### config.mk
export PLATFORM = sky130hd
export DESIGN_NAME = lfu_page_replacement_unit
export DESIGN_NICKNAME = d
export VERILOG_FILES = /design/src/lfu_pkg.sv /design/src/lfu_page_replacement_unit.sv
export SDC_FILE = /design/constraint.sdc
export NUM_CORES = 1
export LEC_CHECK = 0
export ABC_AREA = 1
export BUFFER_PORTS_ARGS = -buffer_cell sky130_fd_sc_hd__buf_2
export CAP_MARGIN = 30
export CORE_MARGIN = 2
export CORE_UTILIZATION = 55
export CTS_CLUSTER_SIZE = 20
export DETAILED_ROUTE_END_ITERATION = 8
export PLACE_DENSITY_LB_ADDON = 0.05
export SLEW_MARGIN = 20
export SYNTH_ARGS = -nofsm -noshare
export SYNTH_HDL_FRONTEND = slang
export SYNTH_SLANG_ARGS = --single-unit
### constraint.sdc
create_clock -name clk -period 3.48 [get_ports clk]
set_input_delay 0.696 -clock clk [delete_from_list [all_inputs] [get_ports clk]]
set_output_delay 0.696 -clock clk [all_outputs]
set_load 0.02 [all_outputs]
### src/lfu_pkg.sv
// Shared constants for the least-frequently-used page replacement unit.
// No dependencies; used by lfu_page_replacement_unit.
package lfu_pkg;

	localparam int MAX_FRAMES_DEF = 16;
	localparam int PAGE_BITS_DEF  = 16;
	localparam int COUNT_BITS_DEF = 16;

	localparam int CFG_W         = 5;
	localparam int FRAMES_RESET  = 3;
	localparam int FRAME_IDX_W   = 4;
	localparam int TOTAL_W       = 32;

endpackage

### src/lfu_page_replacement_unit.sv
// Least-frequently-used page replacement table with saturating use counts.
// Depends on lfu_pkg for default sizes and result field widths.
//
// channel   dir  handshake                 beat contents
// s_        in   s_tvalid / s_tready       page_number
// m_        out  m_tvalid / m_tready       hit, frame_index, evicted_valid,
//                                          evicted_page, fault_total, hit_total
// cfg_      in   cfg_wr_en                 frames_in_use
//
// A reference steps through IDLE to accept, SCAN with one read of the page and
// count memories per active frame (nf, the active frame count) through one
// read port, DRAIN for the last read data, UPDATE for the read-modify-write.
// Reset clears the frame valid bits, fill pointer and totals; the memories
// are not cleared; invalid entries never hit or get reported as evicted.
// The result waits in an output register; a stalled m_tready holds the update
// cycle of the next reference until that register frees up.
module lfu_page_replacement_unit #(
	parameter int MAX_FRAMES = lfu_pkg::MAX_FRAMES_DEF,
	parameter int PAGE_BITS  = lfu_pkg::PAGE_BITS_DEF,
	parameter int COUNT_BITS = lfu_pkg::COUNT_BITS_DEF,
	localparam int S_W = ((PAGE_BITS + 7) / 8) * 8,
	localparam int OUT_FIELDS_W = 1 + lfu_pkg::FRAME_IDX_W + 1 + PAGE_BITS +
		2 * lfu_pkg::TOTAL_W,
	localparam int M_W = ((OUT_FIELDS_W + 7) / 8) * 8
) (
	input  logic                     clk,
	input  logic                     arst_n,
	input  logic                     cfg_wr_en,
	input  logic [lfu_pkg::CFG_W-1:0] cfg_wr_data,
	input  logic                     s_tvalid,
	output logic                     s_tready,
	input  logic [S_W-1:0]           s_tdata,   // page_number
	output logic                     m_tvalid,
	input  logic                     m_tready,
	// hit, frame_index, evicted_valid, evicted_page, fault_total, hit_total
	output logic [M_W-1:0]           m_tdata
);

	localparam int IDX_W = (MAX_FRAMES > 1) ? $clog2(MAX_FRAMES) : 1;
	localparam int NF_W  = $clog2(MAX_FRAMES + 1);
	localparam int TW    = lfu_pkg::TOTAL_W;
	localparam int FW    = lfu_pkg::FRAME_IDX_W;

	typedef enum logic [1:0] {
		IDLE,
		SCAN,
		DRAIN,
		UPDATE
	} state_t;

	state_t                  state_q;
	logic [lfu_pkg::CFG_W-1:0] frames_q;
	logic [PAGE_BITS-1:0]    page_q;
	logic [NF_W-1:0]         rd_cnt_q;
	logic [NF_W-1:0]         fill_q;
	logic [MAX_FRAMES-1:0]   occ_q;
	logic                    rd_vld_s1;
	logic [IDX_W-1:0]        idx_s1;
	logic [PAGE_BITS-1:0]    page_rd_s1;
	logic [COUNT_BITS-1:0]   cnt_rd_s1;
	logic                    found_q;
	logic [IDX_W-1:0]        hit_idx_q;
	logic [COUNT_BITS-1:0]   hit_cnt_q;
	logic [COUNT_BITS-1:0]   min_cnt_q;
	logic [IDX_W-1:0]        min_idx_q;
	logic [PAGE_BITS-1:0]    min_page_q;
	logic [TW-1:0]           faults_q;
	logic [TW-1:0]           hits_q;
	logic                    m_valid_q;
	logic [OUT_FIELDS_W-1:0] m_data_q;

	logic [PAGE_BITS-1:0]    page_mem [MAX_FRAMES];
	logic [COUNT_BITS-1:0]   cnt_mem [MAX_FRAMES];

	logic [NF_W-1:0]         nf;
	logic                    rd_en;
	logic                    go;
	logic                    fill_miss;
	logic [IDX_W-1:0]        slot;
	logic                    ev_valid;
	logic [PAGE_BITS-1:0]    ev_page;
	logic [COUNT_BITS-1:0]   new_cnt;
	logic [TW-1:0]           faults_nx;
	logic [TW-1:0]           hits_nx;
	logic                    match;

	// Clamp the frame count register into 1..MAX_FRAMES.
	always_comb begin
		if (frames_q == '0) begin
			nf = NF_W'(1);
		end else if (32'(frames_q) > 32'(MAX_FRAMES)) begin
			nf = NF_W'(MAX_FRAMES);
		end else begin
			nf = NF_W'(frames_q);
		end
	end

	assign rd_en     = (state_q == SCAN);
	assign go        = (state_q == UPDATE) && (!m_valid_q || m_tready);
	assign fill_miss = (fill_q < nf);
	assign match     = rd_vld_s1 && occ_q[idx_s1] && (page_rd_s1 == page_q);

	always_comb begin
		if (found_q) begin
			slot = hit_idx_q;
		end else if (fill_miss) begin
			slot = fill_q[IDX_W-1:0];
		end else begin
			slot = min_idx_q;
		end
		ev_valid = !found_q && !fill_miss && occ_q[min_idx_q];
		ev_page  = ev_valid ? min_page_q : '0;
		if (!found_q) begin
			new_cnt = COUNT_BITS'(1);
		end else if (hit_cnt_q == '1) begin
			new_cnt = hit_cnt_q;
		end else begin
			new_cnt = hit_cnt_q + COUNT_BITS'(1);
		end
		faults_nx = (!found_q && faults_q != '1) ? faults_q + TW'(1) : faults_q;
		hits_nx   = (found_q && hits_q != '1) ? hits_q + TW'(1) : hits_q;
	end

	// Page and count memories: one write port, one registered read port each.
	always_ff @(posedge clk) begin
		if (go && !found_q) begin
			page_mem[slot] <= page_q;
		end
		if (go) begin
			cnt_mem[slot] <= new_cnt;
		end
		if (rd_en) begin
			page_rd_s1 <= page_mem[rd_cnt_q[IDX_W-1:0]];
			cnt_rd_s1  <= cnt_mem[rd_cnt_q[IDX_W-1:0]];
		end
	end

	always_ff @(posedge clk or negedge arst_n) begin
		if (!arst_n) begin
			state_q    <= IDLE;
			frames_q   <= lfu_pkg::CFG_W'(lfu_pkg::FRAMES_RESET);
			page_q     <= '0;
			rd_cnt_q   <= '0;
			fill_q     <= '0;
			occ_q      <= '0;
			rd_vld_s1  <= 1'b0;
			idx_s1     <= '0;
			found_q    <= 1'b0;
			hit_idx_q  <= '0;
			hit_cnt_q  <= '0;
			min_cnt_q  <= '0;
			min_idx_q  <= '0;
			min_page_q <= '0;
			faults_q   <= '0;
			hits_q     <= '0;
			m_valid_q  <= 1'b0;
			m_data_q   <= '0;
		end else begin
			if (cfg_wr_en) begin
				frames_q <= cfg_wr_data;
			end

			rd_vld_s1 <= rd_en;
			idx_s1    <= rd_cnt_q[IDX_W-1:0];

			// Keep the first match and the lowest count seen (first index wins ties).
			if (match && !found_q) begin
				found_q   <= 1'b1;
				hit_idx_q <= idx_s1;
				hit_cnt_q <= cnt_rd_s1;
			end
			if (rd_vld_s1 && (idx_s1 == '0 || cnt_rd_s1 < min_cnt_q)) begin
				min_cnt_q  <= cnt_rd_s1;
				min_idx_q  <= idx_s1;
				min_page_q <= page_rd_s1;
			end

			if (m_valid_q && m_tready && !go) begin
				m_valid_q <= 1'b0;
			end

			case (state_q)
				IDLE: begin
					if (s_tvalid) begin
						page_q   <= s_tdata[PAGE_BITS-1:0];
						rd_cnt_q <= '0;
						found_q  <= 1'b0;
						state_q  <= SCAN;
					end
				end
				SCAN: begin
					rd_cnt_q <= rd_cnt_q + NF_W'(1);
					if (rd_cnt_q == nf - NF_W'(1)) begin
						state_q <= DRAIN;
					end
				end
				DRAIN: begin
					state_q <= UPDATE;
				end
				UPDATE: begin
					if (go) begin
						if (!found_q) begin
							occ_q[slot] <= 1'b1;
							if (fill_miss) begin
								fill_q <= fill_q + NF_W'(1);
							end
						end
						faults_q  <= faults_nx;
						hits_q    <= hits_nx;
						m_valid_q <= 1'b1;
						m_data_q  <= {hits_nx, faults_nx, ev_page, ev_valid,
							FW'(slot), found_q};
						state_q   <= IDLE;
					end
				end
				default: begin
					state_q <= IDLE;
				end
			endcase
		end
	end

	assign s_tready = (state_q == IDLE);
	assign m_tvalid = m_valid_q;
	assign m_tdata  = M_W'(m_data_q);

endmodule
Word-level counts from Yosys, hierarchy flattened. Memory sizes are Yosys's and may differ from the RTL's. A register that Yosys moved wholly into a read port is not among the register bits. Cells that the tools add are included.

Bits in registers: 262. Output and inout port bits: 90. Memory bits (writable): 512. Input bits: 26. Memories: 2.

Memory list: cnt_mem (words 16, width 16, read ports 1, clocked after Yosys merged registers in 1, write ports 1, line lfu_page_replacement_unit.sv:73) `logic [COUNT_BITS-1:0] cnt_mem [MAX_FRAMES];`; page_mem (words 16, width 16, read ports 1, clocked after Yosys merged registers in 1, write ports 1, line lfu_page_replacement_unit.sv:72) `logic [PAGE_BITS-1:0] page_mem [MAX_FRAMES];`.

Equality and inequality tests: 11. $add $sub $neg: 6. Order comparisons: 7. Mux-type cells: 31. Bitwise gates (word level): 2. Reduce and logical (&&, ||, !) cells: 29.

Operators by type and width (number): adder 32 x 1 -> 32 bit (second input constant) (2); two-way mux 32 bit (2); inequality test 32 bit (second input constant) (2); two-way mux 16 bit (3); adder 16 x 1 -> 16 bit (second input constant) (1); equality test 16 bit (1); equality test 16 bit (second input constant) (1); less-than comparator 16 bit (1); OR 16 bit (1); less-than comparator 4 x 5 -> 1 bit (second input constant) (3); two-way mux 5 bit (3); logical AND 1 bit (13); two-way mux 1 bit (13); adder 5 x 1 -> 5 bit (second input constant) (2); case mux 5 bit (2 select lines) (1); binary-select mux 1 bit (select 4 bit) (2); two-way mux 4 bit (2); case mux 2 bit (4 select lines) (1); two-way mux 2 bit (3); AND reduction 2 bit (3); AND reduction 3 bit (2); equality test 5 bit (1); greater-than comparator 5 bit (second input constant) (1); zero test 5 bit (1); 15 further kinds (21).

Depth between registers and ports, before layout.
Depth after elaboration: 11. Depth in mapped cells: 18.

Worst setup path before layout. No wires, ideal clock.

Kind: reg-to-reg. Start: register frames_q[1] (netlist bit). End: memory cnt_mem[10][0] (netlist bit), enable pin. Buffers on the path: 0. Path slack: 0.483 ns. Arrival: 2.609 ns. Data required time: 3.092 ns. Stages on the path, launching flop included: 19. Path through: dfstp_2 -> nor2_1 -> nand2_1 -> nand2_1 -> nand2_1 -> ha_1 -> nand2_1 -> inv_1 -> nand2_1 -> nand2_1 -> nand2_4 -> nand2_8 -> nand2_2 -> nand3_2 -> nand2_4 -> nand2_4 -> inv_2 -> nand2_1 -> nor2_1.

Longest elaborated chain between the ends: 6. Elaborated cells between the ends (all ways): 7. Classes of those cells: 2 x order compare; 4 x mux; 1 x reduce/logical.

RTL lines: start: declaration (line lfu_page_replacement_unit.sv:52) `logic [lfu_pkg::CFG_W-1:0] frames_q;`; start signal: assignment (line lfu_page_replacement_unit.sv:141) `frames_q <= lfu_pkg::CFG_W'(lfu_pkg::FRAMES_RESET);`; start signal: assignment (line lfu_page_replacement_unit.sv:160) `frames_q <= cfg_wr_data;`; greater-than comparator 5 bit (line lfu_page_replacement_unit.sv:91) `end else if (32'(frames_q) > 32'(MAX_FRAMES)) begin`; two-way mux 5 bit (line lfu_page_replacement_unit.sv:91); two-way mux 5 bit * (line lfu_page_replacement_unit.sv:89) `if (frames_q == '0) begin`; less-than comparator 5 bit * (line lfu_page_replacement_unit.sv:100) `assign fill_miss = (fill_q < nf);`; two-way mux 4 bit * (line lfu_page_replacement_unit.sv:106) `end else if (fill_miss) begin`; two-way mux 4 bit * (line lfu_page_replacement_unit.sv:104) `if (found_q) begin`; end: declaration (line lfu_page_replacement_unit.sv:73).

Mark *: on every way between the ends. The rest lies on a longest branch, timed or not.

Worst setup path after layout.
Start: register frames_q[1] (netlist bit). End: memory cnt_mem[11][4] (netlist bit), enable pin.

Same word-level chain as after synthesis.

==> impl_metrics.env <==
export IMPL_status="finished, final reports clean"
export IMPL_register_area_um2=21300
export IMPL_total_power_uw=30000
export IMPL_drc=0
export IMPL_gr_usage_all_layers=0.273
export IMPL_area_growth_pct=13.9
export IMPL_clock_skew_ns=0.0250
export IMPL_slew_viol_final=0
export IMPL_synth_largest_area_cell="edfxtp_1"
export IMPL_end_kind="flop"
export IMPL_multi_input_area_um2=8700
export IMPL_drive_above_1_share=0.132
export IMPL_r2r_cells=19
export IMPL_die_h_um=242
export IMPL_vdd_drop_max_v=0.000529
export IMPL_min_period_ns=3.02
export IMPL_detail_route_wl_per_cell_um=21.4
export IMPL_cts_max_path_buffers=3
export IMPL_synth_top_area_frac=0.523
export IMPL_vias=21599
export IMPL_synth_area_um2=31300
export IMPL_grt_ovfl_total=0
export IMPL_r2r_start="frames_q[1]"
export IMPL_worst_path_buf_inv=3
export IMPL_maxCapViolCount=0
export IMPL_cellPowerDensity_nw_per_um2=844
export IMPL_coreArea_um2=56300
export IMPL_numCtsBuffers=78
export IMPL_start_util=0.555
export IMPL_antenna_found_initial=2
export IMPL_drtPass1Iterations=5
export IMPL_path_clk_slew_ns=0.06
export IMPL_fin_setup_tns_ns=0
export IMPL_finalSetupViolations=0
export IMPL_synth_area_leaders="edfxtp_1 52%, dfrtp_1 16%, o21ai_0 5.8%"
export IMPL_ant_nets=0
export IMPL_rsz0062_at_grt="false"
export IMPL_ys_flop_type="edfxtp_1"
export IMPL_clkSinkCount=742
export IMPL_crit_family="simple AND/OR/NAND/NOR gates"
export IMPL_synth_edf_count=544
export IMPL_clock_latency_ns=0.63
export IMPL_worst_ep_required_time_ns=3.78
export IMPL_worstPathCellList="nor2_1, nand2_1, nand2_1, nand2_1, ha_1, nand2_1, inv_1, nand2_1, nand2_1, nand2_4, nand2_8, nand2_1, nand3_2, nand2_4, nand2_1, inv_2, nand2_1, nor2_2, buf_4"
export IMPL_synth_warnings=0
export IMPL_leakage_uw=0.0133
export IMPL_grt_pass1_wl_um=123000
export IMPL_final_hold_viol_count=0
export IMPL_syn_inst=2783
export IMPL_cp_max_fo=16
export IMPL_die_w_um=242
export IMPL_die_area_um2=58700
export IMPL_ys_seq_area_frac=0.681
export IMPL_cts_setup_buffers=0
export IMPL_worst_path_max_delay_cell="dfstp_2"
export IMPL_htreeDepth=3
export IMPL_critical_path_startpoint_type="flop"
export IMPL_r2r_end="cnt_mem[11][4]"
export IMPL_dp_hpwl_um=52400
export IMPL_ys_ff_latch=742
export IMPL_min_period_over_period=0.867
export IMPL_holdBufCountCts=0
export IMPL_grt_pass1_vias=20518
export IMPL_hold_path_class="in -> async"
export IMPL_synth_cell_type_count=48
export IMPL_async_flop_share=0.267
export IMPL_boundaryPins=116
export IMPL_crit_type="reg -> reg"
export IMPL_tritoncts="yes"
export IMPL_slew_headroom=0.392
export IMPL_drt_initial_drc_count=2668
export IMPL_clockRootBuffer="clkbuf_16"
export IMPL_arrival_ns=3.31
export IMPL_cts_resized=0
export IMPL_final_nets=2975
export IMPL_routed_wl_um=79900
export IMPL_avgSynthCellArea_um2=11.2
export IMPL_viasPerCell=5.78
export IMPL_crit_path_frequent_cell="nand2_1"
export IMPL_cpPeakStageDelay_ns=0.55
export IMPL_grt_max_degree=127
export IMPL_reg2reg_slack_ns=0.46
export IMPL_gp_congestion=0.903
export IMPL_row_count=87
export IMPL_n_antenna_cell=0
export IMPL_worst_pin_slew_ns=0.913
export IMPL_io_buffers=113
export IMPL_fmax_ghz=0.331
export IMPL_nFillCells=4460
-- report_power, final --
group          switching [uW]  internal, uW
combinational            6520          2490
clock                    3390          5010
sequential               1250         11400
-- worst register-to-register path: stages (launching register included) --
cell	delay (ns)
dfstp_2	0.55
nor2_1	0.05
nand2_1	0.10
nand2_1	0.09
nand2_1	0.10
ha_1	0.23
nand2_1	0.06
inv_1	0.04
nand2_1	0.06
nand2_1	0.09
nand2_4	0.14
nand2_8	0.08
nand2_1	0.09
nand3_2	0.08
nand2_4	0.14
nand2_1	0.09
inv_2	0.18
nand2_1	0.14
nor2_2	0.10
buf_4	0.28
-- metal layers --
layer / vias up / track usage / share of wire
met5: - / 0 / 0
met4: 0 / 0.0703 / 0.020
met3: 119 / 0.0587 / 0.091
met2: 880 / 0.403 / 0.44
met1: 10573 / 0.413 / 0.45
li1: 10027 / - / -
-- flip-flops by register name (all words and copies together) (netlist names), 23 cells and up --
signal and cells:
hits_q 32, m_data_q 23, page_mem 256, faults_q 31
cnt_mem 256
-- cells in the final DEF (no fill, tap or decap), types with 22 or more instances in the layout --
cell type	count
edfxtp_1	544
nand2_1	424
o21ai_0	363
nor2_1	338
dfrtp_1	193
inv_1	189
nand3_1	116
buf_2	112
clkbuf_16	82
o22ai_1	76
buf_4	73
o221ai_1	56
xor2_1	54
a21oi_1	38
nor3_1	37
nand4_1	27
ha_1	27
nor2_2	24
clkinv_1	22
-- cell usage after synthesis (16+ instances only) --
master and n:
nand2_1 425, xor2_1 54, inv_1 191, nor3_1 37, nor2_1 356, o21ai_0 363, buf_2 16, dfrtp_1 196
nand4_1 27, clkbuf_1 115, nand3_1 116, ha_1 28, edfxtp_1 544, o221ai_1 56, a21oi_1 38, o22ai_1 76
-- metrics by stage --
step                      hold WS [ns]  worst slack, ns  instance area (um2)  utilization  std cells
after floorplan                  0.352            0.483                31300            -       2784
after global placement           0.452            0.523                33000        0.586       3595
final                           0.0632            0.462                35600        0.632       3740
after CTS                       0.0596            0.462                35600        0.632       3738
after detailed placement         0.459            0.504                33000        0.586       3595
after global routing            0.0907            0.296                35600        0.632       3740
-- how the worst max path moves through the flow --
stage	from	endpoint	slack, ns	cells past startpoint
2_1_floorplan	frames_q[1]	cnt_mem[10][0]	0.48	18
3_3_place_gp	frames_q[1]	page_mem[6][5]	0.52	19
3_5_place_dp	frames_q[1]	page_mem[14][1]	0.50	19
4_1_cts	frames_q[1]	page_mem[14][1]	0.46	19
5_1_grt	frames_q[2]	page_mem[14][1]	0.30	19
6_report	frames_q[1]	cnt_mem[11][4]	0.46	19
-- area by class of cell --
class / count / share of cell area
Clock inverter: 42 / 0.0111
Timing Repair Buffer: 193 / 0.0351
Sequential cell: 742 / 0.599
Inverter: 207 / 0.0220
Clock buffer: 101 / 0.0622
Tap cell: 756 / 0.0266
Multi-Input combinational cell: 1699 / 0.244
-- cell families (layout without fill, tap and decap cells) --
logic type | Yosys count | count (layout) | share of synthesized area
mux | 3 | 3 | 0.00108
fa+ha+maj | 28 | 28 | 0.0112
other cells | 1 | 2 | 0.000120
xor+xnor | 69 | 69 | 0.0193
simple gates | 1029 | 1029 | 0.142
compound gates | 568 | 568 | 0.102
buf+inv | 343 | 543 | 0.0422
flops | 742 | 742 | 0.681
(Power assumes the default switching activity.)
